## src/hw/rtl/bnv_pkg.sv

```systemverilog
`timescale 1ns / 1ps
// Shared types and constants for the BGRA to NV12 color converter.
// Used by the front, queue, back and top-level modules; no dependencies.
package bnv_pkg;

    localparam int MAX_LINE_PIXELS = 4096;
    localparam int MAX_FRAME_LINES = 4096;

    localparam int CFG_W   = 13;
    localparam int IDX_W   = 2;
    localparam int COL_W   = $clog2(MAX_LINE_PIXELS);
    localparam int ROW_W   = $clog2(MAX_FRAME_LINES);
    localparam int PIX_W   = 8;
    localparam int SUM_W   = 18;

    localparam logic [IDX_W-1:0] REG_LINE_WIDTH   = 2'd0;
    localparam logic [IDX_W-1:0] REG_FRAME_HEIGHT = 2'd1;

    localparam logic [CFG_W-1:0] LINE_WIDTH_RESET   = 13'd1920;
    localparam logic [CFG_W-1:0] FRAME_HEIGHT_RESET = 13'd1080;

    localparam int QUEUE_DEPTH = 2;
    localparam int QUEUE_AW    = $clog2(QUEUE_DEPTH);
    localparam int QUEUE_CW    = $clog2(QUEUE_DEPTH + 1);

    localparam logic signed [SUM_W-1:0] Y_R    = 18'sd66;
    localparam logic signed [SUM_W-1:0] Y_G    = 18'sd129;
    localparam logic signed [SUM_W-1:0] Y_B    = 18'sd25;
    localparam logic signed [SUM_W-1:0] CB_R   = -18'sd38;
    localparam logic signed [SUM_W-1:0] CB_G   = -18'sd74;
    localparam logic signed [SUM_W-1:0] CB_B   = 18'sd112;
    localparam logic signed [SUM_W-1:0] CR_R   = 18'sd112;
    localparam logic signed [SUM_W-1:0] CR_G   = -18'sd94;
    localparam logic signed [SUM_W-1:0] CR_B   = -18'sd18;
    localparam logic signed [SUM_W-1:0] ROUND  = 18'sd128;
    localparam logic signed [SUM_W-1:0] C_BIAS = 18'sd32896;

    localparam logic [PIX_W-1:0] LUMA_OFFSET    = 8'd16;
    localparam logic [PIX_W-1:0] CHROMA_NEUTRAL = 8'd128;

    typedef struct packed {
        logic [PIX_W-1:0] blue;
        logic [PIX_W-1:0] green;
        logic [PIX_W-1:0] red;
        logic             chroma_valid;
        logic             frame_end;
    } pix_item_t;

    typedef struct packed {
        logic full;
        logic empty;
    } queue_status_t;

endpackage

```

## src/hw/rtl/bnv_front.sv

```systemverilog
`timescale 1ns / 1ps
// Front end: size registers, column and row tracking, and item classification.
// Depends on bnv_pkg.
module bnv_front (
    input  logic                          clk,
    input  logic                          rst_n,
    input  logic                          cfg_valid,
    input  logic [bnv_pkg::IDX_W-1:0]     cfg_index,
    input  logic [bnv_pkg::CFG_W-1:0]     cfg_data,
    input  logic                          in_valid,
    input  logic [bnv_pkg::PIX_W-1:0]     blue,
    input  logic [bnv_pkg::PIX_W-1:0]     green,
    input  logic [bnv_pkg::PIX_W-1:0]     red,
    input  bnv_pkg::queue_status_t        q_status,
    output logic                          push,
    output bnv_pkg::pix_item_t            push_item
);

    logic [bnv_pkg::CFG_W-1:0] line_width_reg;
    logic [bnv_pkg::CFG_W-1:0] frame_height_reg;
    logic [bnv_pkg::COL_W-1:0] col_reg;
    logic [bnv_pkg::COL_W-1:0] col_next;
    logic [bnv_pkg::ROW_W-1:0] row_reg;
    logic [bnv_pkg::ROW_W-1:0] row_next;
    logic [bnv_pkg::COL_W-1:0] last_col_pos;
    logic [bnv_pkg::ROW_W-1:0] last_row_pos;
    logic                      last_col;
    logic                      last_row;

    always_comb
    begin
        if (line_width_reg == '0)
        begin
            last_col_pos = '0;
        end
        else if (line_width_reg > bnv_pkg::CFG_W'(bnv_pkg::MAX_LINE_PIXELS))
        begin
            last_col_pos = bnv_pkg::COL_W'(bnv_pkg::MAX_LINE_PIXELS - 1);
        end
        else
        begin
            last_col_pos = bnv_pkg::COL_W'(line_width_reg - 1'b1);
        end
        if (frame_height_reg == '0)
        begin
            last_row_pos = '0;
        end
        else if (frame_height_reg > bnv_pkg::CFG_W'(bnv_pkg::MAX_FRAME_LINES))
        begin
            last_row_pos = bnv_pkg::ROW_W'(bnv_pkg::MAX_FRAME_LINES - 1);
        end
        else
        begin
            last_row_pos = bnv_pkg::ROW_W'(frame_height_reg - 1'b1);
        end
    end

    assign last_col = (col_reg >= last_col_pos);
    assign last_row = (row_reg >= last_row_pos);
    assign push     = in_valid && !q_status.full;

    always_comb
    begin
        push_item.blue         = blue;
        push_item.green        = green;
        push_item.red          = red;
        push_item.chroma_valid = !col_reg[0] && !row_reg[0];
        push_item.frame_end    = last_col && last_row;
    end

    always_comb
    begin
        col_next = col_reg;
        row_next = row_reg;
        if (push)
        begin
            if (last_col)
            begin
                col_next = '0;
                row_next = last_row ? '0 : row_reg + 1'b1;
            end
            else
            begin
                col_next = col_reg + 1'b1;
            end
        end
    end

    always_ff @(posedge clk or negedge rst_n)
    begin
        if (!rst_n)
        begin
            line_width_reg   <= bnv_pkg::LINE_WIDTH_RESET;
            frame_height_reg <= bnv_pkg::FRAME_HEIGHT_RESET;
            col_reg          <= '0;
            row_reg          <= '0;
        end
        else
        begin
            col_reg <= col_next;
            row_reg <= row_next;
            if (cfg_valid)
            begin
                case (cfg_index)
                    bnv_pkg::REG_LINE_WIDTH:   line_width_reg   <= cfg_data;
                    bnv_pkg::REG_FRAME_HEIGHT: frame_height_reg <= cfg_data;
                    default: ;
                endcase
            end
        end
    end

endmodule

```

## src/hw/rtl/bnv_queue.sv

```systemverilog
`timescale 1ns / 1ps
// Short queue of classified pixel items between the front and back ends.
// Depends on bnv_pkg.
module bnv_queue (
    input  logic                   clk,
    input  logic                   rst_n,
    input  logic                   push,
    input  bnv_pkg::pix_item_t     push_item,
    input  logic                   pop,
    output bnv_pkg::pix_item_t     head_item,
    output bnv_pkg::queue_status_t status
);

    bnv_pkg::pix_item_t           slot_reg [bnv_pkg::QUEUE_DEPTH];
    logic [bnv_pkg::QUEUE_AW-1:0] wr_ptr_reg;
    logic [bnv_pkg::QUEUE_AW-1:0] rd_ptr_reg;
    logic [bnv_pkg::QUEUE_CW-1:0] count_reg;
    logic [bnv_pkg::QUEUE_CW-1:0] count_next;
    logic                         do_push;
    logic                         do_pop;

    assign status.full  = (count_reg == bnv_pkg::QUEUE_CW'(bnv_pkg::QUEUE_DEPTH));
    assign status.empty = (count_reg == '0);
    assign do_push      = push && !status.full;
    assign do_pop       = pop && !status.empty;
    assign head_item    = slot_reg[rd_ptr_reg];

    always_comb
    begin
        count_next = count_reg;
        if (do_push && !do_pop)
        begin
            count_next = count_reg + 1'b1;
        end
        else if (do_pop && !do_push)
        begin
            count_next = count_reg - 1'b1;
        end
    end

    always_ff @(posedge clk or negedge rst_n)
    begin
        if (!rst_n)
        begin
            wr_ptr_reg <= '0;
            rd_ptr_reg <= '0;
            count_reg  <= '0;
        end
        else
        begin
            count_reg <= count_next;
            if (do_push)
            begin
                wr_ptr_reg <= (wr_ptr_reg == bnv_pkg::QUEUE_AW'(bnv_pkg::QUEUE_DEPTH - 1))
                              ? '0 : wr_ptr_reg + 1'b1;
            end
            if (do_pop)
            begin
                rd_ptr_reg <= (rd_ptr_reg == bnv_pkg::QUEUE_AW'(bnv_pkg::QUEUE_DEPTH - 1))
                              ? '0 : rd_ptr_reg + 1'b1;
            end
        end
    end

    always_ff @(posedge clk)
    begin
        if (do_push)
        begin
            slot_reg[wr_ptr_reg] <= push_item;
        end
    end

endmodule

```

## src/hw/rtl/bnv_back.sv

```systemverilog
`timescale 1ns / 1ps
// Back end: luma and chroma arithmetic with the registered result stage.
// Depends on bnv_pkg.
module bnv_back (
    input  logic                      clk,
    input  logic                      rst_n,
    input  bnv_pkg::pix_item_t        head_item,
    input  bnv_pkg::queue_status_t    q_status,
    output logic                      pop,
    input  logic                      out_stall,
    output logic                      out_valid,
    output logic [bnv_pkg::PIX_W-1:0] luma,
    output logic [bnv_pkg::PIX_W-1:0] chroma_blue,
    output logic [bnv_pkg::PIX_W-1:0] chroma_red,
    output logic                      chroma_valid,
    output logic                      frame_end
);

    logic signed [bnv_pkg::SUM_W-1:0] b_s;
    logic signed [bnv_pkg::SUM_W-1:0] g_s;
    logic signed [bnv_pkg::SUM_W-1:0] r_s;
    logic signed [bnv_pkg::SUM_W-1:0] y_sum;
    logic signed [bnv_pkg::SUM_W-1:0] cb_sum;
    logic signed [bnv_pkg::SUM_W-1:0] cr_sum;
    logic                             load;
    logic                             out_valid_reg;
    logic                             out_valid_next;
    logic [bnv_pkg::PIX_W-1:0]        luma_reg;
    logic [bnv_pkg::PIX_W-1:0]        cb_reg;
    logic [bnv_pkg::PIX_W-1:0]        cr_reg;
    logic                             cvalid_reg;
    logic                             fend_reg;

    assign b_s = $signed({{(bnv_pkg::SUM_W - bnv_pkg::PIX_W){1'b0}}, head_item.blue});
    assign g_s = $signed({{(bnv_pkg::SUM_W - bnv_pkg::PIX_W){1'b0}}, head_item.green});
    assign r_s = $signed({{(bnv_pkg::SUM_W - bnv_pkg::PIX_W){1'b0}}, head_item.red});

    // Chroma sums carry the +128 rounding and the +32768 floor bias together.
    assign y_sum  = bnv_pkg::Y_R * r_s + bnv_pkg::Y_G * g_s + bnv_pkg::Y_B * b_s
                    + bnv_pkg::ROUND;
    assign cb_sum = bnv_pkg::CB_R * r_s + bnv_pkg::CB_G * g_s + bnv_pkg::CB_B * b_s
                    + bnv_pkg::C_BIAS;
    assign cr_sum = bnv_pkg::CR_R * r_s + bnv_pkg::CR_G * g_s + bnv_pkg::CR_B * b_s
                    + bnv_pkg::C_BIAS;

    assign load = !out_valid_reg || !out_stall;
    assign pop  = load && !q_status.empty;

    always_comb
    begin
        out_valid_next = out_valid_reg;
        if (load)
        begin
            out_valid_next = !q_status.empty;
        end
    end

    always_ff @(posedge clk or negedge rst_n)
    begin
        if (!rst_n)
        begin
            out_valid_reg <= 1'b0;
        end
        else
        begin
            out_valid_reg <= out_valid_next;
        end
    end

    always_ff @(posedge clk)
    begin
        if (pop)
        begin
            luma_reg   <= y_sum[15:8] + bnv_pkg::LUMA_OFFSET;
            cb_reg     <= head_item.chroma_valid ? cb_sum[15:8] : bnv_pkg::CHROMA_NEUTRAL;
            cr_reg     <= head_item.chroma_valid ? cr_sum[15:8] : bnv_pkg::CHROMA_NEUTRAL;
            cvalid_reg <= head_item.chroma_valid;
            fend_reg   <= head_item.frame_end;
        end
    end

    assign out_valid    = out_valid_reg;
    assign luma         = luma_reg;
    assign chroma_blue  = cb_reg;
    assign chroma_red   = cr_reg;
    assign chroma_valid = cvalid_reg;
    assign frame_end    = fend_reg;

endmodule

```

## src/hw/rtl/bgra_to_nv12_color_convert_unit.sv

```systemverilog
`timescale 1ns / 1ps
// Path: an accepted pixel item is written to a queue slot, then registered in the back-end result stage.
// Throughput: one item per cycle while out_stall is low and the queue is not full; the front counters
// and the constant-coefficient multiply-add in the back end each handle one item a clock.
// Reset: rst_n clears counters, queue and output valid; sizes return to 1920 x 1080.
// Depends on bnv_pkg, bnv_front, bnv_queue and bnv_back.
module bgra_to_nv12_color_convert_unit (
    input  logic                      clk,
    input  logic                      rst_n,
    input  logic                      cfg_valid,
    output logic                      cfg_ready,
    input  logic [bnv_pkg::IDX_W-1:0] cfg_index,
    input  logic [bnv_pkg::CFG_W-1:0] cfg_data,
    input  logic                      in_valid,
    output logic                      in_stall,
    input  logic [bnv_pkg::PIX_W-1:0] blue,
    input  logic [bnv_pkg::PIX_W-1:0] green,
    input  logic [bnv_pkg::PIX_W-1:0] red,
    output logic                      out_valid,
    input  logic                      out_stall,
    output logic [bnv_pkg::PIX_W-1:0] luma,
    output logic [bnv_pkg::PIX_W-1:0] chroma_blue,
    output logic [bnv_pkg::PIX_W-1:0] chroma_red,
    output logic                      chroma_valid,
    output logic                      frame_end
);

    bnv_pkg::queue_status_t q_status;
    bnv_pkg::pix_item_t     push_item;
    bnv_pkg::pix_item_t     head_item;
    logic                   push;
    logic                   pop;

    assign cfg_ready = 1'b1;
    assign in_stall  = q_status.full;

    bnv_front u_front (
        .clk       (clk),
        .rst_n     (rst_n),
        .cfg_valid (cfg_valid),
        .cfg_index (cfg_index),
        .cfg_data  (cfg_data),
        .in_valid  (in_valid),
        .blue      (blue),
        .green     (green),
        .red       (red),
        .q_status  (q_status),
        .push      (push),
        .push_item (push_item)
    );

    bnv_queue u_queue (
        .clk       (clk),
        .rst_n     (rst_n),
        .push      (push),
        .push_item (push_item),
        .pop       (pop),
        .head_item (head_item),
        .status    (q_status)
    );

    bnv_back u_back (
        .clk          (clk),
        .rst_n        (rst_n),
        .head_item    (head_item),
        .q_status     (q_status),
        .pop          (pop),
        .out_stall    (out_stall),
        .out_valid    (out_valid),
        .luma         (luma),
        .chroma_blue  (chroma_blue),
        .chroma_red   (chroma_red),
        .chroma_valid (chroma_valid),
        .frame_end    (frame_end)
    );

endmodule

```

## config.mk

```make
export PLATFORM = sky130hd
export DESIGN_NAME = bgra_to_nv12_color_convert_unit
export DESIGN_NICKNAME = d
export VERILOG_FILES = /design/src/hw/rtl/bnv_pkg.sv /design/src/hw/rtl/bnv_front.sv /design/src/hw/rtl/bnv_queue.sv /design/src/hw/rtl/bnv_back.sv /design/src/hw/rtl/bgra_to_nv12_color_convert_unit.sv
export SDC_FILE = /design/constraint.sdc
export NUM_CORES = 1
export LEC_CHECK = 0
export ABC_CLOCK_PERIOD_IN_PS = 8500
export BUFFER_PORTS_ARGS = -buffer_cell sky130_fd_sc_hd__buf_2
export CAP_MARGIN = 5
export CORE_ASPECT_RATIO = 0.5
export CORE_MARGIN = 5
export CORE_UTILIZATION = 45
export DETAILED_ROUTE_END_ITERATION = 12
export MAX_ROUTING_LAYER = met4
export SYNTH_ARGS = -nofsm -noshare
export SYNTH_HDL_FRONTEND = slang
export SYNTH_SLANG_ARGS = --single-unit
```

## constraint.sdc

```tcl
create_clock -name clk -period 8.5 [get_ports clk]
set_clock_uncertainty 0.05 [all_clocks]
set_input_delay 0.425 -clock clk [delete_from_list [all_inputs] [get_ports clk]]
set_output_delay 0.425 -clock clk [all_outputs]
set_load 0.005 [all_outputs]
```

==> results.ini <==
[status]
status=finished clean

[worst_setup_path]
critPathMaxStageDelay_ps=590
reg2reg_slack_ps=780
reg2reg_from=u_queue.rd_ptr_reg
startpoint=u_queue.rd_ptr_reg
crit_path_max_fanout=26
start_kind=register
arrival_ps=7860
slowest_stage=dfrtp_1
endpoint_kind=register
cp_num_buf_inv=5
path_class=reg -> reg
worst_path_dominant_cell_family=adder cells
r2r_end=u_back.chroma_blue[7]
cp_data_required_time_ps=8640
r2r_cells=29

[cells_and_area]
largest_reg_flops=52
nets=1972
utilization_pct=49.93
fillers=3030
area_growth_pct=10.45
drive_gt1_share_pct=10.97
seq_area_mm2=0.003729
multi_input_area_mm2=0.01012

[sta]
fmax_mhz=129.6
timing_hold_violations_final=0
worstMarginPinSlew_ps=1276
tns_ps=0
relSlewSlack_pct=14.28
post-route-period-util_pct=90.81
rsz0062_at_grt=false
finalWorstPathRequiredPeriod_ps=7719
slew_violations=0
setup_viol=0

[global_routing]
grt_pass1_vias=10620
grt_start_max_net_pins=56
grt_pass1_wl_um=53190
antenna_found_initial=2
grt-ovfl-total=0
track_usage_pct=18.47

[logic_synthesis]
ys_types=65
ys_ff_latch=133
synth-edff-count=78
syn_inst=1432
ys_seq_area_share_pct=25.14
syn_nets=1885
ys.flop_type=edfxtp_1
synthArstFlopShare_pct=41.35
syn_area_mm2=0.01483
ys_warn_count=0
syn_area_per_cell_um2=10.36

[job]
maxCapViolations=0

[clock_tree]
cts_tree=built
clock_latency_ps=450
clk_pin_slew_ps=70
clockBufferDepth=2
numCtsBuffers=17
post_cts.repair.setup_buffers=0
cts_hold_buf=0
htreeDepth=4
cts_resized=0
root_buffer=clkbuf_16
cts_sinks=133

[floorplan]
core_area_mm2=0.03281
die_w_um=266.8
rows=47
start_util_pct=45.20
pin_count=73
die_area_mm2=0.03691
die_h_um=138.4

[routing]
wl_per_cell_um=16.56
detail_route.vias_per_cell=5.188
ant_nets=0
routed_wl_um=32700
drt_first_pass_iters=4
remaining_drc_errors=0
drt_iter0_markers=351
dr_total_vias=10250

[worst_hold_path]
hp-class=in -> async

[place]
io_buffers=71
globalplace.congestion=0.8714
hpwl_um=26770

## routing by layer
metal,up-vias,wire length [µm],GRT usage [%]
met5,-,0,-
li1,5086,-,-
met1,4975,15470,24.18
met4,0,575,4.793
met3,34,1432,3.871
met2,151,15220,29.46
## layout make-up
type	count	share of cell area (%)
Clock inverter	11	0.7103
Multi-Input combinational cell	1038	61.78
Tap cell	441	3.368
Inverter	244	5.590
Sequential cell	133	22.76
Antenna cell	2	0.03055
Clock buffer	21	2.879
Timing Repair Buffer	85	2.887
## worst register-to-register path: cells and delay by family, from the launching register on
kind                     cells  cell delay, ps
XOR/XNOR                     2             330
AND/OR/NAND/NOR              4            1030
buffers and inverters        5             780
multiplexers                 1             440
AO/OA/AOI/OAI               10            1580
flip-flops                   1             590
adder cells (fa/ha/maj)      7            2700
## worst max-delay path by stage
| stage | slack, ps | end | depth (start not counted) |
|---|---|---|---|
| floorplan | 1100 | u_back.chroma_blue[7] | 27 |
| global placement | 940 | u_back.chroma_blue[7] | 27 |
| detailed placement | 810 | u_back.chroma_blue[7] | 27 |
| CTS | 790 | u_back.chroma_blue[7] | 27 |
| global route | 280 | u_back.luma[6] | 29 |
| finish | 780 | u_back.chroma_blue[7] | 29 |
## synth_stat cells (4+ instances only)
library cell	number	share of area, %
a31oi_1	4	0.17
nand3b_1	5	0.25
dfstp_2	8	1.4
a21oi_1	75	2.5
nor3b_1	4	0.20
inv_1	243	6.1
a211oi_1	5	0.25
o21a_1	14	0.71
nand3_1	9	0.30
xor2_1	38	2.2
nand2_1	47	1.2
fa_1	99	13
xnor2_1	65	3.8
o21bai_1	16	0.81
nor3_1	20	0.67
and3_1	17	0.72
and2_1	4	0.17
clkbuf_1	11	0.28
a211o_1	5	0.30
dfrtp_1	47	7.9
o21ai_0	30	1.0
mux2i_1	25	1.7
nor2_1	74	1.9
a21o_1	33	1.7
o211ai_1	16	0.81
nor2b_1	24	1.0
a22o_1	14	0.83
ha_1	310	26
nand2b_1	8	0.34
edfxtp_1	78	16
mux2_2	28	2.1
## metrics by stage
step | setup slack [ps] | area (µm²) | cells | hold slack (ps)
after floorplan | 1096 | 14830 | 1432 | 79.41
after global placement | 936.9 | 15790 | 1941 | 434.7
after detailed placement | 808.5 | 15790 | 1941 | 440.0
after CTS | 787.1 | 16380 | 1973 | 88.31
after global routing | 284.2 | 16380 | 1975 | 99.60
final | 781.2 | 16380 | 1975 | 77.22
## cell usage in the layout, fill, tap and decap left out, types with 4 or more instances in the layout
cell	Yosys	routed
xnor2_1	65	65
clkbuf_16	0	18
nor3_1	20	20
mux2_2	28	28
xor2_1	38	38
o21bai_1	16	16
a31oi_1	4	4
nor2b_1	24	24
o211ai_1	16	16
a21oi_1	75	75
buf_2	0	71
dfrtp_1	47	47
nand3b_1	5	5
o21a_1	14	14
nand2_1	47	47
buf_4	2	13
mux2i_1	25	24
a22o_1	14	14
fa_1	99	99
nor2_1	74	73
inv_1	243	243
a211o_1	5	5
dfstp_2	8	8
nand2b_1	8	8
and2_1	4	4
nand3_1	9	9
ha_1	310	310
a211oi_1	5	5
o21ai_0	30	30
a21o_1	33	33
and3_1	17	17
edfxtp_1	78	78
clkinv_4	0	4
## cells by family after synthesis
| group | count (synthesis) | synth area share [%] |
|---|---|---|
| other cells | 1 | 0.02528 |
| flops | 133 | 25.14 |
| xor+xnor | 104 | 6.234 |
| simple gates | 236 | 8.106 |
| mux | 53 | 3.813 |
| buf+inv | 261 | 6.706 |
| fa+ha+maj | 409 | 39.51 |
| compound gates | 235 | 10.47 |
Power is left out: the tool's default activity adds up to more than one toggle a clock period on the data nets, which glitch-free logic cannot reach.
